### config.mk
export PLATFORM = sky130hd
export DESIGN_NAME = fifo_mailbox_with_waiter_queue_flat
export DESIGN_NICKNAME = d
export VERILOG_FILES = /design/src/design/fmwq_pkg.sv /design/src/design/fmwq_if.sv /design/src/design/fmwq_ram.sv /design/src/design/fmwq_core.sv /design/src/design/fifo_mailbox_with_waiter_queue.sv /design/src/flat_wrapper.sv
export VERILOG_INCLUDE_DIRS = /design/src /design/src/design
export SDC_FILE = /design/constraint.sdc
export NUM_CORES = 1
export LEC_CHECK = 0
export BUFFER_PORTS_ARGS = -buffer_cell sky130_fd_sc_hd__buf_2
export CAP_MARGIN = 20
export CORE_ASPECT_RATIO = 1.25
export CORE_UTILIZATION = 30
export DETAILED_ROUTE_END_ITERATION = 10
export GPL_TIMING_DRIVEN = 1
export SYNTH_ARGS = -nofsm -noshare
export SYNTH_HDL_FRONTEND = slang
export SYNTH_SLANG_ARGS = --single-unit
### constraint.sdc
create_clock -name clk -period 14.54 [get_ports clk]
set_input_delay 0.727 -clock clk [delete_from_list [all_inputs] [get_ports clk]]
set_output_delay 0.727 -clock clk [all_outputs]
set_load 0.1 [all_outputs]
### src/design/assert_macros.svh
// Assertion macros shared by the mailbox RTL.
// No dependencies; included by files that carry concurrent checks.
`ifndef ASSERT_MACROS_SVH
`define ASSERT_MACROS_SVH

// Invariant checked at every rising clock edge outside reset.
`define FMWQ_ASSERT(label, clk, rst, expr) \
  label: assert property (@(posedge clk) disable iff (rst) (expr)) \
    else $error("assertion failed");

// Same-cycle implication.
`define FMWQ_ASSERT_IMP(label, clk, rst, ante, cons) \
  label: assert property (@(posedge clk) disable iff (rst) (ante) |-> (cons)) \
    else $error("assertion failed");

// Next-cycle implication.
`define FMWQ_ASSERT_NXT(label, clk, rst, ante, cons) \
  label: assert property (@(posedge clk) disable iff (rst) (ante) |=> (cons)) \
    else $error("assertion failed");

`endif

### src/design/fmwq_pkg.sv
// Shared types, codes and defaults for the mailbox with waiter queue.
// No dependencies; used by fmwq_if, fmwq_core and the top level.
package fmwq_pkg;

  // Field widths
  localparam int OPCODE_W = 2;
  localparam int VALUE_W  = 32;
  localparam int RID_W    = 4;
  localparam int STATUS_W = 3;
  localparam int COUNT_W  = 32;

  // Parameter defaults
  localparam int ITEM_DEPTH_DEF   = 16;
  localparam int WAITER_DEPTH_DEF = 16;
  localparam int ITEM_WIDTH_DEF   = 32;

  // Operation codes
  localparam logic [OPCODE_W-1:0] OP_PUT   = 2'd0;
  localparam logic [OPCODE_W-1:0] OP_BGET  = 2'd1;
  localparam logic [OPCODE_W-1:0] OP_TRY   = 2'd2;
  localparam logic [OPCODE_W-1:0] OP_COUNT = 2'd3;

  // Result status codes
  localparam logic [STATUS_W-1:0] ST_DELIVERED = 3'd0;
  localparam logic [STATUS_W-1:0] ST_STORED    = 3'd1;
  localparam logic [STATUS_W-1:0] ST_PARKED    = 3'd2;
  localparam logic [STATUS_W-1:0] ST_TRYFAIL   = 3'd3;
  localparam logic [STATUS_W-1:0] ST_FULL      = 3'd4;
  localparam logic [STATUS_W-1:0] ST_COUNT     = 3'd5;

  typedef struct packed {
    logic [OPCODE_W-1:0] opcode;
    logic [VALUE_W-1:0]  item_value;
    logic [RID_W-1:0]    requester_id;
  } req_t;

  typedef struct packed {
    logic [STATUS_W-1:0] status;
    logic [VALUE_W-1:0]  delivered_item;
    logic [RID_W-1:0]    served_requester;
    logic [COUNT_W-1:0]  taken_total;
  } rsp_t;

  // Queue status seen by the top level
  typedef struct packed {
    logic               item_empty;
    logic               waiter_empty;
    logic [COUNT_W-1:0] taken;
  } core_stat_t;

endpackage

### src/design/fmwq_if.sv
// Valid/ready channel interfaces for operation requests and results.
// Depends on fmwq_pkg for the payload types.
interface fmwq_req_if;
  logic           valid;
  logic           ready;
  fmwq_pkg::req_t data;

  modport source (output valid, output data, input ready);
  modport sink (input valid, input data, output ready);
endinterface

interface fmwq_rsp_if;
  logic           valid;
  logic           ready;
  fmwq_pkg::rsp_t data;

  modport source (output valid, output data, input ready);
  modport sink (input valid, input data, output ready);
endinterface

### src/design/fmwq_ram.sv
// Generic single-write, single-read RAM with a registered read port.
// No dependencies.
module fmwq_ram #(
  parameter int WIDTH = 32,
  parameter int DEPTH = 16
) (
  input  logic                     clk,
  input  logic                     we,
  input  logic [$clog2(DEPTH)-1:0] waddr,
  input  logic [WIDTH-1:0]         wdata,
  input  logic [$clog2(DEPTH)-1:0] raddr,
  output logic [WIDTH-1:0]         rdata
);

  logic [WIDTH-1:0] mem [DEPTH];

  always_ff @(posedge clk) begin
    if (we) begin
      mem[waddr] <= wdata;
    end
    rdata <= mem[raddr];
  end

endmodule

### src/design/fmwq_core.sv
// Item and waiter queues: pointers, levels, taken counter, the two RAMs
// and the decision for one operation. Depends on fmwq_pkg and fmwq_ram.
module fmwq_core #(
  parameter int ITEM_DEPTH   = fmwq_pkg::ITEM_DEPTH_DEF,
  parameter int WAITER_DEPTH = fmwq_pkg::WAITER_DEPTH_DEF,
  parameter int ITEM_WIDTH   = fmwq_pkg::ITEM_WIDTH_DEF
) (
  input  logic                 clk,
  input  logic                 rst,
  input  logic                 accept,
  input  fmwq_pkg::req_t       req,
  output fmwq_pkg::rsp_t       result,
  output fmwq_pkg::core_stat_t stat
);

  localparam int IA_W   = $clog2(ITEM_DEPTH);
  localparam int IL_W   = $clog2(ITEM_DEPTH + 1);
  localparam int WA_W   = $clog2(WAITER_DEPTH);
  localparam int WL_W   = $clog2(WAITER_DEPTH + 1);
  localparam int KEEP_W = (ITEM_WIDTH < fmwq_pkg::VALUE_W) ? ITEM_WIDTH : fmwq_pkg::VALUE_W;

  // Where the handed-out item or served id comes from
  localparam logic [1:0] SRC_NONE = 2'd0;
  localparam logic [1:0] SRC_ITEM = 2'd1;
  localparam logic [1:0] SRC_WAIT = 2'd2;

  logic [IA_W-1:0] item_head, item_tail;
  logic [IL_W-1:0] item_level;
  logic [WA_W-1:0] waiter_head, waiter_tail;
  logic [WL_W-1:0] waiter_level;
  logic [fmwq_pkg::COUNT_W-1:0] taken;

  logic [ITEM_WIDTH-1:0]     put_word;
  logic [ITEM_WIDTH-1:0]     item_rdata;
  logic [fmwq_pkg::RID_W-1:0] waiter_rdata;

  logic item_has, item_full, waiter_has, waiter_full;
  logic push_item, pop_item, push_wait, pop_wait;
  logic [fmwq_pkg::STATUS_W-1:0] status_d;
  logic [1:0]                    src_d;
  logic [fmwq_pkg::RID_W-1:0]    served_d;

  // Pending result, captured at accept
  logic [fmwq_pkg::STATUS_W-1:0] pend_status;
  logic [1:0]                    pend_src;
  logic [ITEM_WIDTH-1:0]         pend_word;
  logic [fmwq_pkg::RID_W-1:0]    pend_served;

  assign item_has    = item_level != '0;
  assign item_full   = item_level == IL_W'(ITEM_DEPTH);
  assign waiter_has  = waiter_level != '0;
  assign waiter_full = waiter_level == WL_W'(WAITER_DEPTH);

  // Item value cut to the stored width
  always_comb begin
    put_word = '0;
    put_word[KEEP_W-1:0] = req.item_value[KEEP_W-1:0];
  end

  // Operation decode
  always_comb begin
    push_item = 1'b0;
    pop_item  = 1'b0;
    push_wait = 1'b0;
    pop_wait  = 1'b0;
    status_d  = fmwq_pkg::ST_COUNT;
    src_d     = SRC_NONE;
    served_d  = '0;
    unique case (req.opcode)
      fmwq_pkg::OP_PUT: begin
        if (waiter_has) begin
          pop_wait = 1'b1;
          status_d = fmwq_pkg::ST_DELIVERED;
          src_d    = SRC_WAIT;
        end else if (!item_full) begin
          push_item = 1'b1;
          status_d  = fmwq_pkg::ST_STORED;
        end else begin
          status_d = fmwq_pkg::ST_FULL;
        end
      end
      fmwq_pkg::OP_BGET: begin
        if (item_has) begin
          pop_item = 1'b1;
          status_d = fmwq_pkg::ST_DELIVERED;
          src_d    = SRC_ITEM;
          served_d = req.requester_id;
        end else if (!waiter_full) begin
          push_wait = 1'b1;
          status_d  = fmwq_pkg::ST_PARKED;
          served_d  = req.requester_id;
        end else begin
          status_d = fmwq_pkg::ST_FULL;
        end
      end
      fmwq_pkg::OP_TRY: begin
        if (item_has) begin
          pop_item = 1'b1;
          status_d = fmwq_pkg::ST_DELIVERED;
          src_d    = SRC_ITEM;
          served_d = req.requester_id;
        end else begin
          status_d = fmwq_pkg::ST_TRYFAIL;
        end
      end
      fmwq_pkg::OP_COUNT: begin
        status_d = fmwq_pkg::ST_COUNT;
      end
    endcase
  end

  // Pointers, levels and taken counter
  always_ff @(posedge clk) begin
    if (rst) begin
      item_head    <= '0;
      item_tail    <= '0;
      item_level   <= '0;
      waiter_head  <= '0;
      waiter_tail  <= '0;
      waiter_level <= '0;
      taken        <= '0;
    end else if (accept) begin
      if (push_item) begin
        item_tail  <= (item_tail == IA_W'(ITEM_DEPTH - 1)) ? '0 : item_tail + IA_W'(1);
        item_level <= item_level + IL_W'(1);
      end
      if (pop_item) begin
        item_head  <= (item_head == IA_W'(ITEM_DEPTH - 1)) ? '0 : item_head + IA_W'(1);
        item_level <= item_level - IL_W'(1);
      end
      if (push_wait) begin
        waiter_tail  <= (waiter_tail == WA_W'(WAITER_DEPTH - 1)) ? '0
                                                                 : waiter_tail + WA_W'(1);
        waiter_level <= waiter_level + WL_W'(1);
      end
      if (pop_wait) begin
        waiter_head  <= (waiter_head == WA_W'(WAITER_DEPTH - 1)) ? '0
                                                                 : waiter_head + WA_W'(1);
        waiter_level <= waiter_level - WL_W'(1);
      end
      if (status_d == fmwq_pkg::ST_DELIVERED) begin
        taken <= taken + fmwq_pkg::COUNT_W'(1);
      end
    end
  end

  // Capture the decision; the RAM read at head lands in the cycle after accept
  always_ff @(posedge clk) begin
    if (accept) begin
      pend_status <= status_d;
      pend_src    <= src_d;
      pend_word   <= put_word;
      pend_served <= served_d;
    end
  end

  fmwq_ram #(
    .WIDTH(ITEM_WIDTH),
    .DEPTH(ITEM_DEPTH)
  ) u_item_ram (
    .clk  (clk),
    .we   (accept && push_item),
    .waddr(item_tail),
    .wdata(put_word),
    .raddr(item_head),
    .rdata(item_rdata)
  );

  fmwq_ram #(
    .WIDTH(fmwq_pkg::RID_W),
    .DEPTH(WAITER_DEPTH)
  ) u_waiter_ram (
    .clk  (clk),
    .we   (accept && push_wait),
    .waddr(waiter_tail),
    .wdata(req.requester_id),
    .raddr(waiter_head),
    .rdata(waiter_rdata)
  );

  // Result assembly from the pending decision and RAM read data
  always_comb begin
    logic [ITEM_WIDTH-1:0] word;
    word = (pend_src == SRC_ITEM) ? item_rdata : pend_word;
    result.status = pend_status;
    result.delivered_item = '0;
    if (pend_status == fmwq_pkg::ST_DELIVERED) begin
      result.delivered_item[KEEP_W-1:0] = word[KEEP_W-1:0];
    end
    result.served_requester = (pend_src == SRC_WAIT) ? waiter_rdata : pend_served;
    result.taken_total = taken;
  end

  assign stat.item_empty   = !item_has;
  assign stat.waiter_empty = !waiter_has;
  assign stat.taken        = taken;

endmodule

### src/design/fifo_mailbox_with_waiter_queue.sv
// Mailbox FIFO with a parked-waiter queue. After accept the sequencer enters S_EXEC
// for the registered RAM read; the result then goes to the output register and stays
// valid until taken. No new item is accepted until the sequencer is back in S_IDLE.
// The next item is taken in the cycle its predecessor's result is taken.
// Reset (rst, synchronous) empties both queues and clears the taken count;
// RAM contents are not cleared, so no clearing pass is needed.
`include "assert_macros.svh"
module fifo_mailbox_with_waiter_queue #(
  parameter int ITEM_DEPTH   = fmwq_pkg::ITEM_DEPTH_DEF,
  parameter int WAITER_DEPTH = fmwq_pkg::WAITER_DEPTH_DEF,
  parameter int ITEM_WIDTH   = fmwq_pkg::ITEM_WIDTH_DEF
) (
  input logic        clk,
  input logic        rst,
  fmwq_req_if.sink   req,
  fmwq_rsp_if.source rsp
);

  localparam logic S_IDLE = 1'b0;
  localparam logic S_EXEC = 1'b1;

  logic                 state;
  logic                 accept;
  logic                 out_valid;
  fmwq_pkg::rsp_t       out_data;
  fmwq_pkg::rsp_t       result;
  fmwq_pkg::core_stat_t stat;
  logic                 in_exec;
  logic                 is_deliv;

  assign req.ready = (state == S_IDLE) && (!out_valid || rsp.ready);
  assign accept    = req.valid && req.ready;

  fmwq_core #(
    .ITEM_DEPTH  (ITEM_DEPTH),
    .WAITER_DEPTH(WAITER_DEPTH),
    .ITEM_WIDTH  (ITEM_WIDTH)
  ) u_core (
    .clk   (clk),
    .rst   (rst),
    .accept(accept),
    .req   (req.data),
    .result(result),
    .stat  (stat)
  );

  // Sequencer: accept, then S_EXEC for the RAM read
  always_ff @(posedge clk) begin
    if (rst) begin
      state <= S_IDLE;
    end else begin
      unique case (state)
        S_IDLE: if (accept) state <= S_EXEC;
        S_EXEC: state <= S_IDLE;
        default: state <= S_IDLE;
      endcase
    end
  end

  // Output register
  always_ff @(posedge clk) begin
    if (rst) begin
      out_valid <= 1'b0;
    end else if (state == S_EXEC) begin
      out_valid <= 1'b1;
    end else if (rsp.ready) begin
      out_valid <= 1'b0;
    end
  end

  always_ff @(posedge clk) begin
    if (state == S_EXEC) begin
      out_data <= result;
    end
  end

  assign rsp.valid = out_valid;
  assign rsp.data  = out_data;

  // Checks
  assign in_exec  = state == S_EXEC;
  assign is_deliv = result.status == fmwq_pkg::ST_DELIVERED;

  `FMWQ_ASSERT(a_no_items_and_waiters, clk, rst, stat.item_empty || stat.waiter_empty)
  `FMWQ_ASSERT_IMP(a_count_on_delivery, clk, rst, in_exec, is_deliv != $stable(stat.taken))
  `FMWQ_ASSERT_NXT(a_exec_fills_output, clk, rst, in_exec, rsp.valid && state == S_IDLE)

endmodule
### src/flat_wrapper.sv
// flat-port wrapper written by rule: the top's interface ports become plain ports
module fifo_mailbox_with_waiter_queue_flat 
#(
  parameter int ITEM_DEPTH   = fmwq_pkg::ITEM_DEPTH_DEF,
  parameter int WAITER_DEPTH = fmwq_pkg::WAITER_DEPTH_DEF,
  parameter int ITEM_WIDTH   = fmwq_pkg::ITEM_WIDTH_DEF
)
  (clk, rst, req_valid, req_data, req_ready, rsp_valid, rsp_data, rsp_ready);
  fmwq_req_if req_i ();
  fmwq_rsp_if rsp_i ();
  input logic clk;
  input logic rst;
  input wire logic [$bits(req_i.valid)-1:0] req_valid;
  input wire logic [$bits(req_i.data)-1:0] req_data;
  output wire logic [$bits(req_i.ready)-1:0] req_ready;
  output wire logic [$bits(rsp_i.valid)-1:0] rsp_valid;
  output wire logic [$bits(rsp_i.data)-1:0] rsp_data;
  input wire logic [$bits(rsp_i.ready)-1:0] rsp_ready;
  assign req_i.valid = req_valid;
  assign req_i.data = req_data;
  assign req_ready = req_i.ready;
  assign rsp_valid = rsp_i.valid;
  assign rsp_data = rsp_i.data;
  assign rsp_i.ready = rsp_ready;
  fifo_mailbox_with_waiter_queue #(.ITEM_DEPTH(ITEM_DEPTH), .WAITER_DEPTH(WAITER_DEPTH), .ITEM_WIDTH(ITEM_WIDTH)) u_core (.clk(clk), .rst(rst), .req(req_i), .rsp(rsp_i));
endmodule
; ---- After elaboration in Yosys (flattened, before gate mapping)
; Memories as Yosys holds them, arrays and structs flattened. A register that Yosys moved wholly into a read port is not among the register bits.
; Index checks and enable logic that the tools add are counted.
[classes]
addsub = 9
eq_ne = 11
n_mux = 41
n_bitwise = 1
reduce_logical = 22
[op_table]
columns = op, count
row1 = "adder 32 x 1 -> 32 bit, second input constant", 1
row2 = two-way mux 32 bit, 1
row3 = two-way mux 4 bit, 8
row4 = two-way mux 5 bit, 4
row5 = two-way mux 1 bit, 18
row6 = "adder 4 x 1 -> 4 bit, second input constant", 4
row7 = "equality test 4 bit, second input constant", 4
row8 = AND reduction 2 bit, 7
row9 = two-way mux 3 bit, 4
row10 = one-hot mux 3 bit (4 select lines), 1
row11 = "adder 5 x 1 -> 5 bit, second input constant", 2
row12 = "equality test 5 bit, second input constant", 2
row13 = nonzero test 5 bit, 2
row14 = "subtractor 5 x 1 -> 5 bit, second input constant", 2
row15 = one-hot mux 4 bit (2 select lines), 1
row16 = "equality test 2 bit, second input constant", 3
row17 = zero test 3 bit, 2
row18 = nonzero test 2 bit, 3
row19 = "equality test 2 x 1 -> 1 bit, second input constant", 2
row20 = logical AND 1 bit, 4
row21 = two-way mux 2 bit, 2
row22 = one-hot mux 2 bit (2 select lines), 1
row23 = zero test 2 bit, 1
row24 = one-hot mux 1 bit (2 select lines), 1
row25 = other kinds (4), 4
[totals]
reg_bits = 172
ram_bits = 576
mem_count = 2
[memory_table]
columns = memory, depth, word_bits, rd, rd_clocked_by_memory_dff, write_ports, line_no
row1 = u_core.u_core.u_item_ram.mem, 16, 32, 1, 1, 1, fmwq_ram.sv:15  ; logic [WIDTH-1:0] mem [DEPTH];
row2 = u_core.u_core.u_waiter_ram.mem, 16, 4, 1, 1, 1, fmwq_ram.sv:15

; ---- Logic depth before layout (Yosys ltp)
; Gate-level depths: netlist (run 1).
[depth]
depth_word = 7
mapped_depth = 11
depth_no_buf = 11

; ---- Cells and area by module
; Synthesis (run 1) repeated with hierarchy kept, for this count alone.
[unflattened]
cells_unflattened = 1648
hier_area_um2 = 30005.0
[modules_own_cells]
columns = mod, n_inst, cells_each, area_each_um2, seq_area_each_um2
row1 = fmwq_ram at u_core.u_core.u_item_ram, 1, 838, 19835.3, 16015.4
row2 = fmwq_core, 1, 602, 5281.3, 2392.3
row3 = fmwq_ram at u_core.u_core.u_waiter_ram, 1, 130, 2666.3, 2001.9
row4 = fifo_mailbox_with_waiter_queue, 1, 78, 2222.1, 2172.1

; ---- Worst setup path before layout (run 1)
; OpenSTA, ideal clock, no wires.
[synth_path]
path_type = reg-to-reg
from = register u_core.state, in the netlist u_core.in_exec
to = memory u_core.u_core.u_item_ram.mem[3][0] (enable)
setup_time_ps = 461
arrival_time_ps = 5015
required_time_ps = 14079
slack_ps = 9064
path_stages_with_launch = 7
cell_sequence = dfxtp_1 > nor2b_1 > nand2_1 > clkinv_1 > and4_1 > nand2_1 > nor3_1
[synth_via]
elab_chain_len = 6
[synth_rtl]
columns = element, line_no
row1 = from (decl), fifo_mailbox_with_waiter_queue.sv:22  ; logic state;
row2 = from (signal assigned), fifo_mailbox_with_waiter_queue.sv:50  ; state <= S_IDLE;
row3 = from (signal assigned), fifo_mailbox_with_waiter_queue.sv:53  ; S_IDLE: if (accept) state <= S_EXEC;
row4 = from (signal assigned), fifo_mailbox_with_waiter_queue.sv:54  ; S_EXEC: state <= S_IDLE;
row5 = inverter 1 bit, fifo_mailbox_with_waiter_queue.sv:31  ; assign req.ready = (state == S_IDLE) && (!out_valid || rsp.ready);
row6 = logical AND 1 bit, fifo_mailbox_with_waiter_queue.sv:31
row7 = logical AND 1 bit, fifo_mailbox_with_waiter_queue.sv:32  ; assign accept = req.valid && req.ready;
row8 = net u_core.accept, fifo_mailbox_with_waiter_queue.sv:23  ; logic accept;
row9 = logical AND 1 bit, fmwq_core.sv:162  ; .we (accept && push_item),
row10 = two-way mux 1 bit, fmwq_ram.sv:18  ; if (we) begin
row11 = two-way mux 1 bit (not written as such), fmwq_ram.sv:19  ; mem[waddr] <= wdata;
row12 = to (decl), fmwq_ram.sv:15
; The timed path passes the listed nets, and every way through them passes these cells.

; ---- Worst setup path after layout (run 1)
[layout_path]
from = register u_core.u_core.waiter_level[1]
to = memory u_core.u_core.u_item_ram.mem[1][26] (enable)
[layout_via]
elab_chain_len = 6
[layout_rtl]
columns = element, line_no
row1 = from (decl), fmwq_core.sv:30  ; logic [WL_W-1:0] waiter_level;
row2 = from (signal assigned), fmwq_core.sv:134  ; waiter_level <= waiter_level + WL_W'(1);
row3 = from (signal assigned), fmwq_core.sv:139  ; waiter_level <= waiter_level - WL_W'(1);
row4 = nonzero test 5 bit, fmwq_core.sv:51  ; assign waiter_has = waiter_level != '0;
row5 = two-way mux 1 bit, fmwq_core.sv:71  ; if (waiter_has) begin
row6 = two-way mux 1 bit, fmwq_core.sv:69  ; unique case (req.opcode)
row7 = logical AND 1 bit, fmwq_core.sv:162
row8 = two-way mux 1 bit, fmwq_ram.sv:18
row9 = two-way mux 1 bit (not written as such), fmwq_ram.sv:19
; No other way between the ends.

==> flow_metrics.tcl, run 1 <==
set metrics [dict create \
    outcome "finished, final reports clean" \
    first_pass_iters 5 \
    top_usage_layer "met2" \
    min_path_type "flip-flop to flip-flop" \
    io_pins 115 \
    met3_usage_pct 2.686 \
    core_um2 97850 \
    start_util_pct 30.41 \
    synthMuxAreaShare_pct 13.91 \
    yosys_warnings 0 \
    whs_ns 0.4592 \
    synth.largest_area_cell "edfxtp_1" \
    finalSetupTns_ns 0 \
    period_share_pct 23.37 \
    final_layout_size_suffix_gt1_share_pct 27.30 \
    antenna_found_initial 8 \
    start_kind "flip-flop" \
    cp.required_ns 14.83 \
    track_usage_pct 13.21 \
    die-area_um2 100500 \
    crit_path_end_kind "flip-flop" \
    cap_violations 0 \
    die_width_um 283.7 \
    cts_resized 0 \
    cts_setup_buffers 0 \
    hold_viol 0 \
    yosys.area_share.simple_pct 4.722 \
    synth.avg_cell_area_um2 19.41 \
    grt_first_pass_wirelength_um 99760 \
    synth_top_area_share_pct 69.44 \
    cts_inserted_buffers 77 \
    worst_pin_slew_ns 0.9777 \
    place.gp.congestion 0.7658 \
    synth-xor-area-share_pct 0.3827 \
    synth-compound-area-share_pct 2.885 \
    htreeDepth 3 \
    rsz0062_at_grt "no" \
    powerDensity_nw_per_um2 138.6 \
    dr.first_iter.drc_count 1072 \
    die_h_um 354.1 \
    yosys-top-cells-area "edfxtp_1, mux4_2, dfxtp_1" \
    skew_ns 0.03751 \
    syn2layout_area_growth_pct 16.10 \
    use_met2_pct 23.62 \
    yosysSeqAreaShare_pct 75.90 \
    clock_latency_ns 0.66 \
    ys_seq_elements 784 \
    finalSetupViolations 0 \
    grt_max_degree 62 \
    fmax_mhz 294.2 \
    leakagePower_uw 0.01070 \
    rrSetupSlack_ns 11.14 \
    ir_drop_mv 0.08805 \
    fillers 9032 \
    grt_pass1_vias 15403 \
    cp.arrival_ns 3.69 \
    clockBufferDepth 3 \
    ff_latch_area_um2 22600 \
    rows 128 \
    post_drt_wl_per_cell_um 21.72 \
    slew_viol_final 0 \
    ant_nets 0 \
    synthesis.area_um2 29750 \
    synthCells 1533 \
    multi_input_area_um2 6875 \
    numPortBuffers 114 \
    synth_fa_ha_area_share_pct 0.7990 \
    synth_top_family_by_area "multiplexers" \
    routed-via-count 14606 \
    drc 0 \
    wirelength_um 66010 \
    diodes 0 \
    cts_sinks 784 \
    cts_root_buffer "clkbuf_16" \
    clk_pin_slew_worst_paths_ns 0.06 \
    postSynthNetCount 1594 \
    fin_crit_ns 3.399 \
    slew-limit-headroom_pct 34.82 \
    synth_cell_types 53 \
    cp_max_fo 24 \
    cts_tree "done" \
    crit_type "flip-flop to flip-flop" \
    routed_via_density 4.805 \
    hpwl_um 36490 \
    nNetsFinal 1738 \
    use_met1_pct 15.91 \
    hold_buffers 0 \
    gr-total-overflow 0 \
]
==> power breakdown <==
part           total [µW]  internal, µW  switching, µW
sequential           2510          2480           24.2
clock                2000          1140            858
combinational         282          91.8            191
total                4790          3720           1070
==> cell type report <==
type / instances / share of cell area [%]
clock buffers: 117 / 6.422
repair buffers: 143 / 2.282
inverters: 23 / 0.2499
flip-flops and latches: 784 / 65.41
multi-input cells: 648 / 19.90
well taps: 1300 / 4.709
clock inverters: 25 / 1.025
==> cell usage in the layout (no fill, tap or decap), drive strengths merged, types with 4 or more instances in the layout <==
cell / netlist / routed
a311oi: 5 / 5
edfxtp: 688 / 688
nand4: 9 / 9
nand3: 19 / 19
nand2: 109 / 109
bufinv: 0 / 4
a31oi: 5 / 5
mux2: 4 / 4
nor3: 13 / 13
nand2b: 6 / 6
mux4: 180 / 180
mux2i: 4 / 4
and4: 4 / 4
clkinv: 1 / 16
or3: 20 / 20
ha: 19 / 19
buf: 33 / 143
and2: 5 / 5
or4: 17 / 17
dfxtp: 96 / 96
xnor2: 7 / 7
o21ai: 27 / 27
nor2: 62 / 62
nor2b: 7 / 7
clkbuf: 45 / 117
xor2: 6 / 6
inv: 22 / 26
a21oi: 78 / 78
o31ai: 14 / 14
nor4: 5 / 5
==> sequential cells by signal, indices dropped and copies added, names as in the netlist, 5 cells and up <==
signal                          flops
u_core.u_core.u_waiter_ram.mem     64
u_core.u_core.taken                32
u_core.u_core.item_level            5
u_core.rsp.data                    71
u_core.u_core.waiter_level          5
u_core.u_core.u_item_ram.rdata     32
u_core.u_core.u_item_ram.mem      512
u_core.u_core.pend_word            32
==> Yosys cell counts (all sizes together) <==
cell type,instances
nor4b,1
buf,33
mux4,180
nor2b,7
o31ai,14
nand2,109
nand2b,6
xnor2,7
a22o,1
nand3,19
and4,4
nor2,62
clkbuf,45
xor2,6
a211oi,2
nand4,9
a311o,2
and3,3
a21oi,78
a31oi,5
a21boi,1
inv,22
mux2,4
or2b,1
clkinv,1
o21ai,27
o21a,3
a32oi,1
a311oi,5
nor3,13
a21o,2
nand4b,1
mux2i,4
or3,20
and2,5
nor4,5
a41oi,1
or4,17
edfxtp,688
ha,19
a2111oi,2
or2,1
dfxtp,96
nand3b,1
==> worst paths after layout <==
path | from | to | cells past startpoint
setup / recovery | u_core.u_core.waiter_level[1] | u_core.u_core.u_item_ram.mem[1][26] | 6
hold / removal | u_core.u_core.pend_status[0] | u_core.rsp.data[68] | 0
setup reg to reg | u_core.u_core.waiter_level[1] | u_core.u_core.u_item_ram.mem[1][26] | 6
hold reg to reg | u_core.u_core.pend_status[0] | u_core.rsp.data[68] | 0
==> critical path, cell delays in order, from the launching register on <==
cell	delay, ns
dfxtp_1	0.41
or4_4	0.58
nor2_1	0.17
and4_1	0.36
nand2_1	0.28
nor3_2	0.70
buf_4	0.53
==> kinds of logic after synthesis <==
logic type,after synthesis
xor gates and xnor gates,13
buffers and inverters,101
and+or+nand+nor,284
AOI/OAI and AO/OA,144
muxes,188
DFF,784
adders and majority gates,19
==> routing by layer <==
layer / wire [µm] / vias to the layer above
met3: 3367 / 95
met4: 1284 / 12
met5: 76 / -
met1: 26520 / 7709
li1: - / 6467
met2: 34770 / 323
==> stage by stage <==
stage / std cells / power (µW) / utilization [%] / cell area [µm²] / setup slack, ns
6_report: 3040 / 4789 / 35.30 / 34540 / 11.14
5_1_grt: 3040 / 4949 / 35.30 / 34540 / 10.89
2_1_floorplan: 1533 / 2756 / - / 29750 / 9.064
4_1_cts: 3040 / 4848 / 35.30 / 34540 / 11.09
3_3_place_gp: 2898 / 2838 / 32.67 / 31970 / 11.00
3_5_place_dp: 2898 / 2844 / 32.67 / 31970 / 10.94
Note: power is estimated with default switching activity, not from simulation.
==> run 2, diff against run 1 <==
==> constraint.sdc (replaced) <==
create_clock -name clk -period 2.8 [get_ports clk]
set_input_delay 0.14 -clock clk [delete_from_list [all_inputs] [get_ports clk]]
set_output_delay 0.14 -clock clk [all_outputs]
set_load 0.1 [all_outputs]
==> flow_metrics.tcl, run 2 (synthesis gave the netlist of run 1 again) <==
set metrics [dict create \
    outcome "finished, final reports clean" \
    cts_root_buffer "clkbuf_16" \
    power_frac_clock_pct 42.4 \
    grt_pass1_vias 15635 \
    drc 0 \
    gr-total-overflow 0 \
    largest_reg_flops 512 \
    fillers 8894 \
    cts_setup_buffers 0 \
    clk_pin_slew_worst_paths_ns 0.06 \
    worst_pin_slew_ns 0.8528 \
    die_h_um 354.1 \
    place.gp.congestion 0.7898 \
    cp.arrival_ns 2.95 \
    switching_share_pct 21.85 \
    numPortBuffers 114 \
    leakagePower_uw 0.01118 \
    fmax_mhz 375.9 \
    io_pins 115 \
    final_common_cell "edfxtp_1" \
    fin_util_pct 36.45 \
    start_kind "flip-flop" \
    slew_viol_final 0 \
    hold_viol 0 \
    rows 128 \
    routed-via-count 14890 \
    core_um2 97850 \
    die-area_um2 100500 \
    whs_ns 0.07436 \
    final_layout_size_suffix_gt1_share_pct 29.17 \
    htreeDepth 3 \
    top_register "u_core.u_core.u_item_ram.mem" \
    rsz0062_at_grt "no" \
    crit_type "flip-flop to flip-flop" \
    pwr-share-seq_pct 51.1 \
    wirelength_um 64570 \
    ff_latch_area_um2 22600 \
    cp_max_fo 14 \
    nNetsFinal 1812 \
    slew-limit-headroom_pct 43.15 \
    start_util_pct 30.41 \
    pre_cts_slack_ns 0.1308 \
    cts_sinks 784 \
    syn2layout_area_growth_pct 19.87 \
    routed_via_density 4.774 \
    pwr-share-comb_pct 6.6 \
    track_usage_pct 12.92 \
    intPower_uw 19840 \
    hpwl_um 40700 \
    fin_crit_ns 2.660 \
    cap_violations 0 \
    net-switching-power_uw 5547 \
    ant_nets 0 \
    cts_tree "done" \
    multi_input_area_um2 6917 \
    regToRegStartpoint "u_core.u_core.waiter_level[0]" \
    crit_path_end_kind "flip-flop" \
    antenna_found_initial 2 \
    cp.required_ns 3.09 \
    fin_ws_ns 0.1401 \
    first_pass_iters 5 \
    skew_ns 0.02624 \
    critPathLaunch "u_core.u_core.waiter_level[0]" \
    die_width_um 283.7 \
    grt_first_pass_wirelength_um 98240 \
    powerDensity_nw_per_um2 711.7 \
    grt_max_degree 53 \
    finalSetupViolations 0 \
    clockBufferDepth 3 \
    cts_inserted_buffers 79 \
    layout_common_cells "edfxtp_1, mux4_2, buf_2" \
    holdCritStartpoint "rst" \
    post_drt_wl_per_cell_um 20.70 \
    clock_latency_ns 0.63 \
    ir_drop_mv 0.4090 \
    dr.first_iter.drc_count 1048 \
    min_path_type "primary input to flip-flop" \
    period_share_pct 95.00 \
]
run 2: cell types whose count changed in the layout (fill, tap and decap cells not counted), moves of 3 or more:
cell and change:
buf_12 +25, clkbuf_16 +4, clkbuf_8 +3, clkbuf_1 -7, nor3_4 +4, inv_6 +4, clkinv_16 -3, dlygate4sd3_1 +37
nor3_2 -4, buf_4 +9
run 2: final cells by class:
type | count | share of cell area [%]
Timing Repair Buffer | 215 | 4.873
Inverter | 23 | 0.2771
Clock inverter | 30 | 0.9823
Clock buffer | 117 | 6.543
Sequential cell | 784 | 63.36
Tap cell | 1300 | 4.561
Antenna cell | 2 | 0.01403
Multi-Input combinational cell | 648 | 19.39
run 2: final timing paths:
check / slack (ns) / end / cells after the start
worst min-delay path: 0.07 / u_core.u_core.waiter_head[2] / 2
worst max-delay path: 0.14 / u_core.u_core.u_item_ram.mem[4][6] / 6
worst min register to register: 0.44 / u_core.rsp.data[69] / 0
worst max register to register: 0.14 / u_core.u_core.u_item_ram.mem[4][6] / 6
run 2: power by group through the flow:
stage	combinational (µW)	sequential (µW)	clock, µW
2_1_floorplan	775	13500	0
3_3_place_gp	1640	13200	0
3_5_place_dp	1660	13200	0
4_1_cts	1710	13000	11000
5_1_grt	1800	13000	11400
6_report	1660	13000	10800
run 2: worst max-delay path, cell delays in order, from the launching register on:
cell     delay (ns)
dfxtp_1        0.39
or4_4          0.60
nor2_1         0.21
and4_4         0.33
nand2_1        0.27
nor2_4         0.23
buf_4          0.30
run 2: timing repair:
| action | in CTS | in global routing |
|---|---|---|
| hold buffers | 37 | 0 |
| endpoints found under the hold margin | 609 | 0 |
| gates resized for setup | 0 | 4 |
| endpoints found under the setup margin | 0 | 18 |
run 2: per-layer routing:
metal	wire, µm	part of all wire (%)	up-vias	global-route usage [%]
met1	26180	41	7775	15.83
met4	1469	2.3	2	4.141
met5	13	0.020	-	0
li1	-	-	6618	-
met3	2990	4.6	98	2.275
met2	33920	53	397	22.99
run 2: metrics by stage:
stage	instances	setup TNS, ns	area (µm²)	power, µW
floorplan	1533	-11.52	29870	14310
global placement	2933	0	32600	14840
detailed placement	2933	0	32600	14870
CTS	3117	0	35650	25690
global route	3118	0	35660	26190
finish	3119	0	35670	25380
==> run 3, diff against run 2 <==
--- a/config.mk
+++ b/config.mk
@@ -12,6 +12,7 @@
 export CORE_UTILIZATION = 30
 export DETAILED_ROUTE_END_ITERATION = 10
 export GPL_TIMING_DRIVEN = 1
+export PLACE_DENSITY = 0.56
 export SYNTH_ARGS = -nofsm -noshare
 export SYNTH_HDL_FRONTEND = slang
 export SYNTH_SLANG_ARGS = --single-unit
==> flow_metrics.tcl, run 3 (synthesis gave the netlist of run 1 again) <==
set metrics [dict create \
    outcome "finished, final reports clean" \
    hpwl_um 41140 \
    fin_crit_ns 2.630 \
    ir_drop_mv 0.3927 \
    track_usage_pct 13.23 \
    period_share_pct 93.95 \
    cts_tree "done" \
    final_layout_size_suffix_gt1_share_pct 29.37 \
    final_common_cell "edfxtp_1" \
    intPower_uw 19470 \
    grt_first_pass_wirelength_um 100200 \
    dpl_cell_area_um2 32720 \
    whs_ns 0.08459 \
    io_pins 115 \
    finalInstanceArea_um2 35710 \
    first_pass_iters 7 \
    routed-via-count 14965 \
    worst_pin_slew_ns 0.9410 \
    diodes 0 \
    cp.arrival_ns 3.17 \
    rows 128 \
    multi_input_area_um2 6948 \
    start_kind "flip-flop" \
    grt_pass1_vias 15995 \
    start_util_pct 30.41 \
    die_h_um 354.1 \
    cts_root_buffer "clkbuf_16" \
    fillers 8921 \
    clockBufferDepth 3 \
    finalSetupViolations 0 \
    path_cells "nor4_4 > a2111oi_2 > a211oi_4 > nand4_4 > buf_4 > or3_1 > a21oi_1" \
    fmax_mhz 380.2 \
    ff_latch_area_um2 22600 \
    crit_path_end_kind "flip-flop" \
    slew-limit-headroom_pct 37.26 \
    post_drt_wl_per_cell_um 21.27 \
    wirelength_um 66470 \
    gr-total-overflow 0 \
    cap_violations 0 \
    critical_path.max_stage_delay_ns 0.51 \
    die-area_um2 100500 \
    cp_num_buf_inv 1 \
    numPortBuffers 114 \
    cts_sinks 784 \
    critical-path-top-delay-family "simple AND/OR/NAND/NOR gates" \
    clock_latency_ns 0.64 \
    routed_via_density 4.789 \
    pwr-share-comb_pct 6.7 \
    leakagePower_uw 0.01118 \
    largest_reg_flops 512 \
    grt_max_degree 50 \
    cts_setup_buffers 0 \
    crit_type "flip-flop to flip-flop" \
    clk_pin_slew_worst_paths_ns 0.06 \
    die_width_um 283.7 \
    dr.first_iter.drc_count 837 \
    net-switching-power_uw 5639 \
    place.gp.congestion 0.7475 \
    switching_share_pct 22.45 \
    powerDensity_nw_per_um2 703.2 \
    cp.required_ns 3.34 \
    cts_inserted_buffers 79 \
    syn2layout_area_growth_pct 20.02 \
    top_register "u_core.u_core.u_item_ram.mem" \
    cp_max_fo 20 \
    layout_common_cells "edfxtp_1, mux4_2, buf_2" \
    skew_ns 0.02626 \
    min_path_type "primary input to flip-flop" \
    hold_viol 0 \
    finalSetupTns_ns 0 \
    crit_slowest_cell "a211oi_4" \
    ant_nets 0 \
    drc 0 \
    htreeDepth 3 \
    pwr-share-seq_pct 51.7 \
    slew_viol_final 0 \
    rsz0062_at_grt "no" \
    nNetsFinal 1821 \
    core_um2 97850 \
    power_frac_clock_pct 41.6 \
    antenna_found_initial 5 \
]
## run 3: cell count changes in the layout (fill, tap and decap cells not counted), moves of 3 or more
cell       before  now
clkbuf_8       15   10
buf_12         25   30
clkbuf_16      82   79
buf_4          38   42
clkinv_1        3    7
clkinv_2        9   12
## run 3: final timing paths
| check | startpoint | endpoint | slack, ns | cells past startpoint |
|---|---|---|---|---|
| max | u_core.u_core.item_level[1] | u_core.u_core.taken[19] | 0.17 | 7 |
| min | rst | u_core.u_core.taken[1] | 0.08 | 2 |
| max reg2reg | u_core.u_core.item_level[1] | u_core.u_core.taken[19] | 0.17 | 7 |
| min reg2reg | u_core.u_core.pend_status[2] | u_core.rsp.data[70] | 0.44 | 0 |
## run 3: timing repair
item	CTS	global route
setup endpoints to repair	0	34
hold endpoints to repair	609	0
hold buffers	37	0
resized for setup	0	6
## run 3: routing by layer
layer  GRT usage (%)  part of all wire, %  vias up
met5               0                0.068        -
met4           4.086                  2.3        6
met3           2.243                  4.5      107
met2           23.47                   52      374
met1           16.39                   41     7824
li1                -                    -     6654
## run 3: worst register-to-register path, cell delays in order (launching register included)
cell and delay (ns):
dfxtp_1 0.39, nor4_4 0.32, a2111oi_2 0.13, a211oi_4 0.51, nand4_4 0.37, buf_4 0.28
or3_1 0.35, a21oi_1 0.19
## run 3: layout make-up
type                    instances  share of cell area (%)
inverters                      23                  0.2768
flip-flops and latches        784                   63.28
multi-input cells             649                   19.46
clock inverters                38                   1.111
well taps                    1300                   4.555
repair buffers                223                   5.200
clock buffers                 108                   6.121
## run 3: power by group through the flow
stage / clock network [µW] / registers (µW) / logic [µW]
after floorplan: 0 / 13500 / 775
after global placement: 0 / 13200 / 1620
after detailed placement: 0 / 13200 / 1640
after CTS: 10800 / 13000 / 1690
after global routing: 11200 / 13000 / 1800
final: 10500 / 13000 / 1670
## run 3: per-stage QoR
step	total power [µW]	cells	setup slack, ns	utilization, %
6_report	25110	3125	0.1695	36.49
3_3_place_gp	14850	2941	0.1634	33.44
3_5_place_dp	14880	2941	0.07848	33.44
4_1_cts	25450	3124	0.06228	36.45
2_1_floorplan	14310	1533	-0.04462	-
5_1_grt	25970	3125	0.000007994	36.49
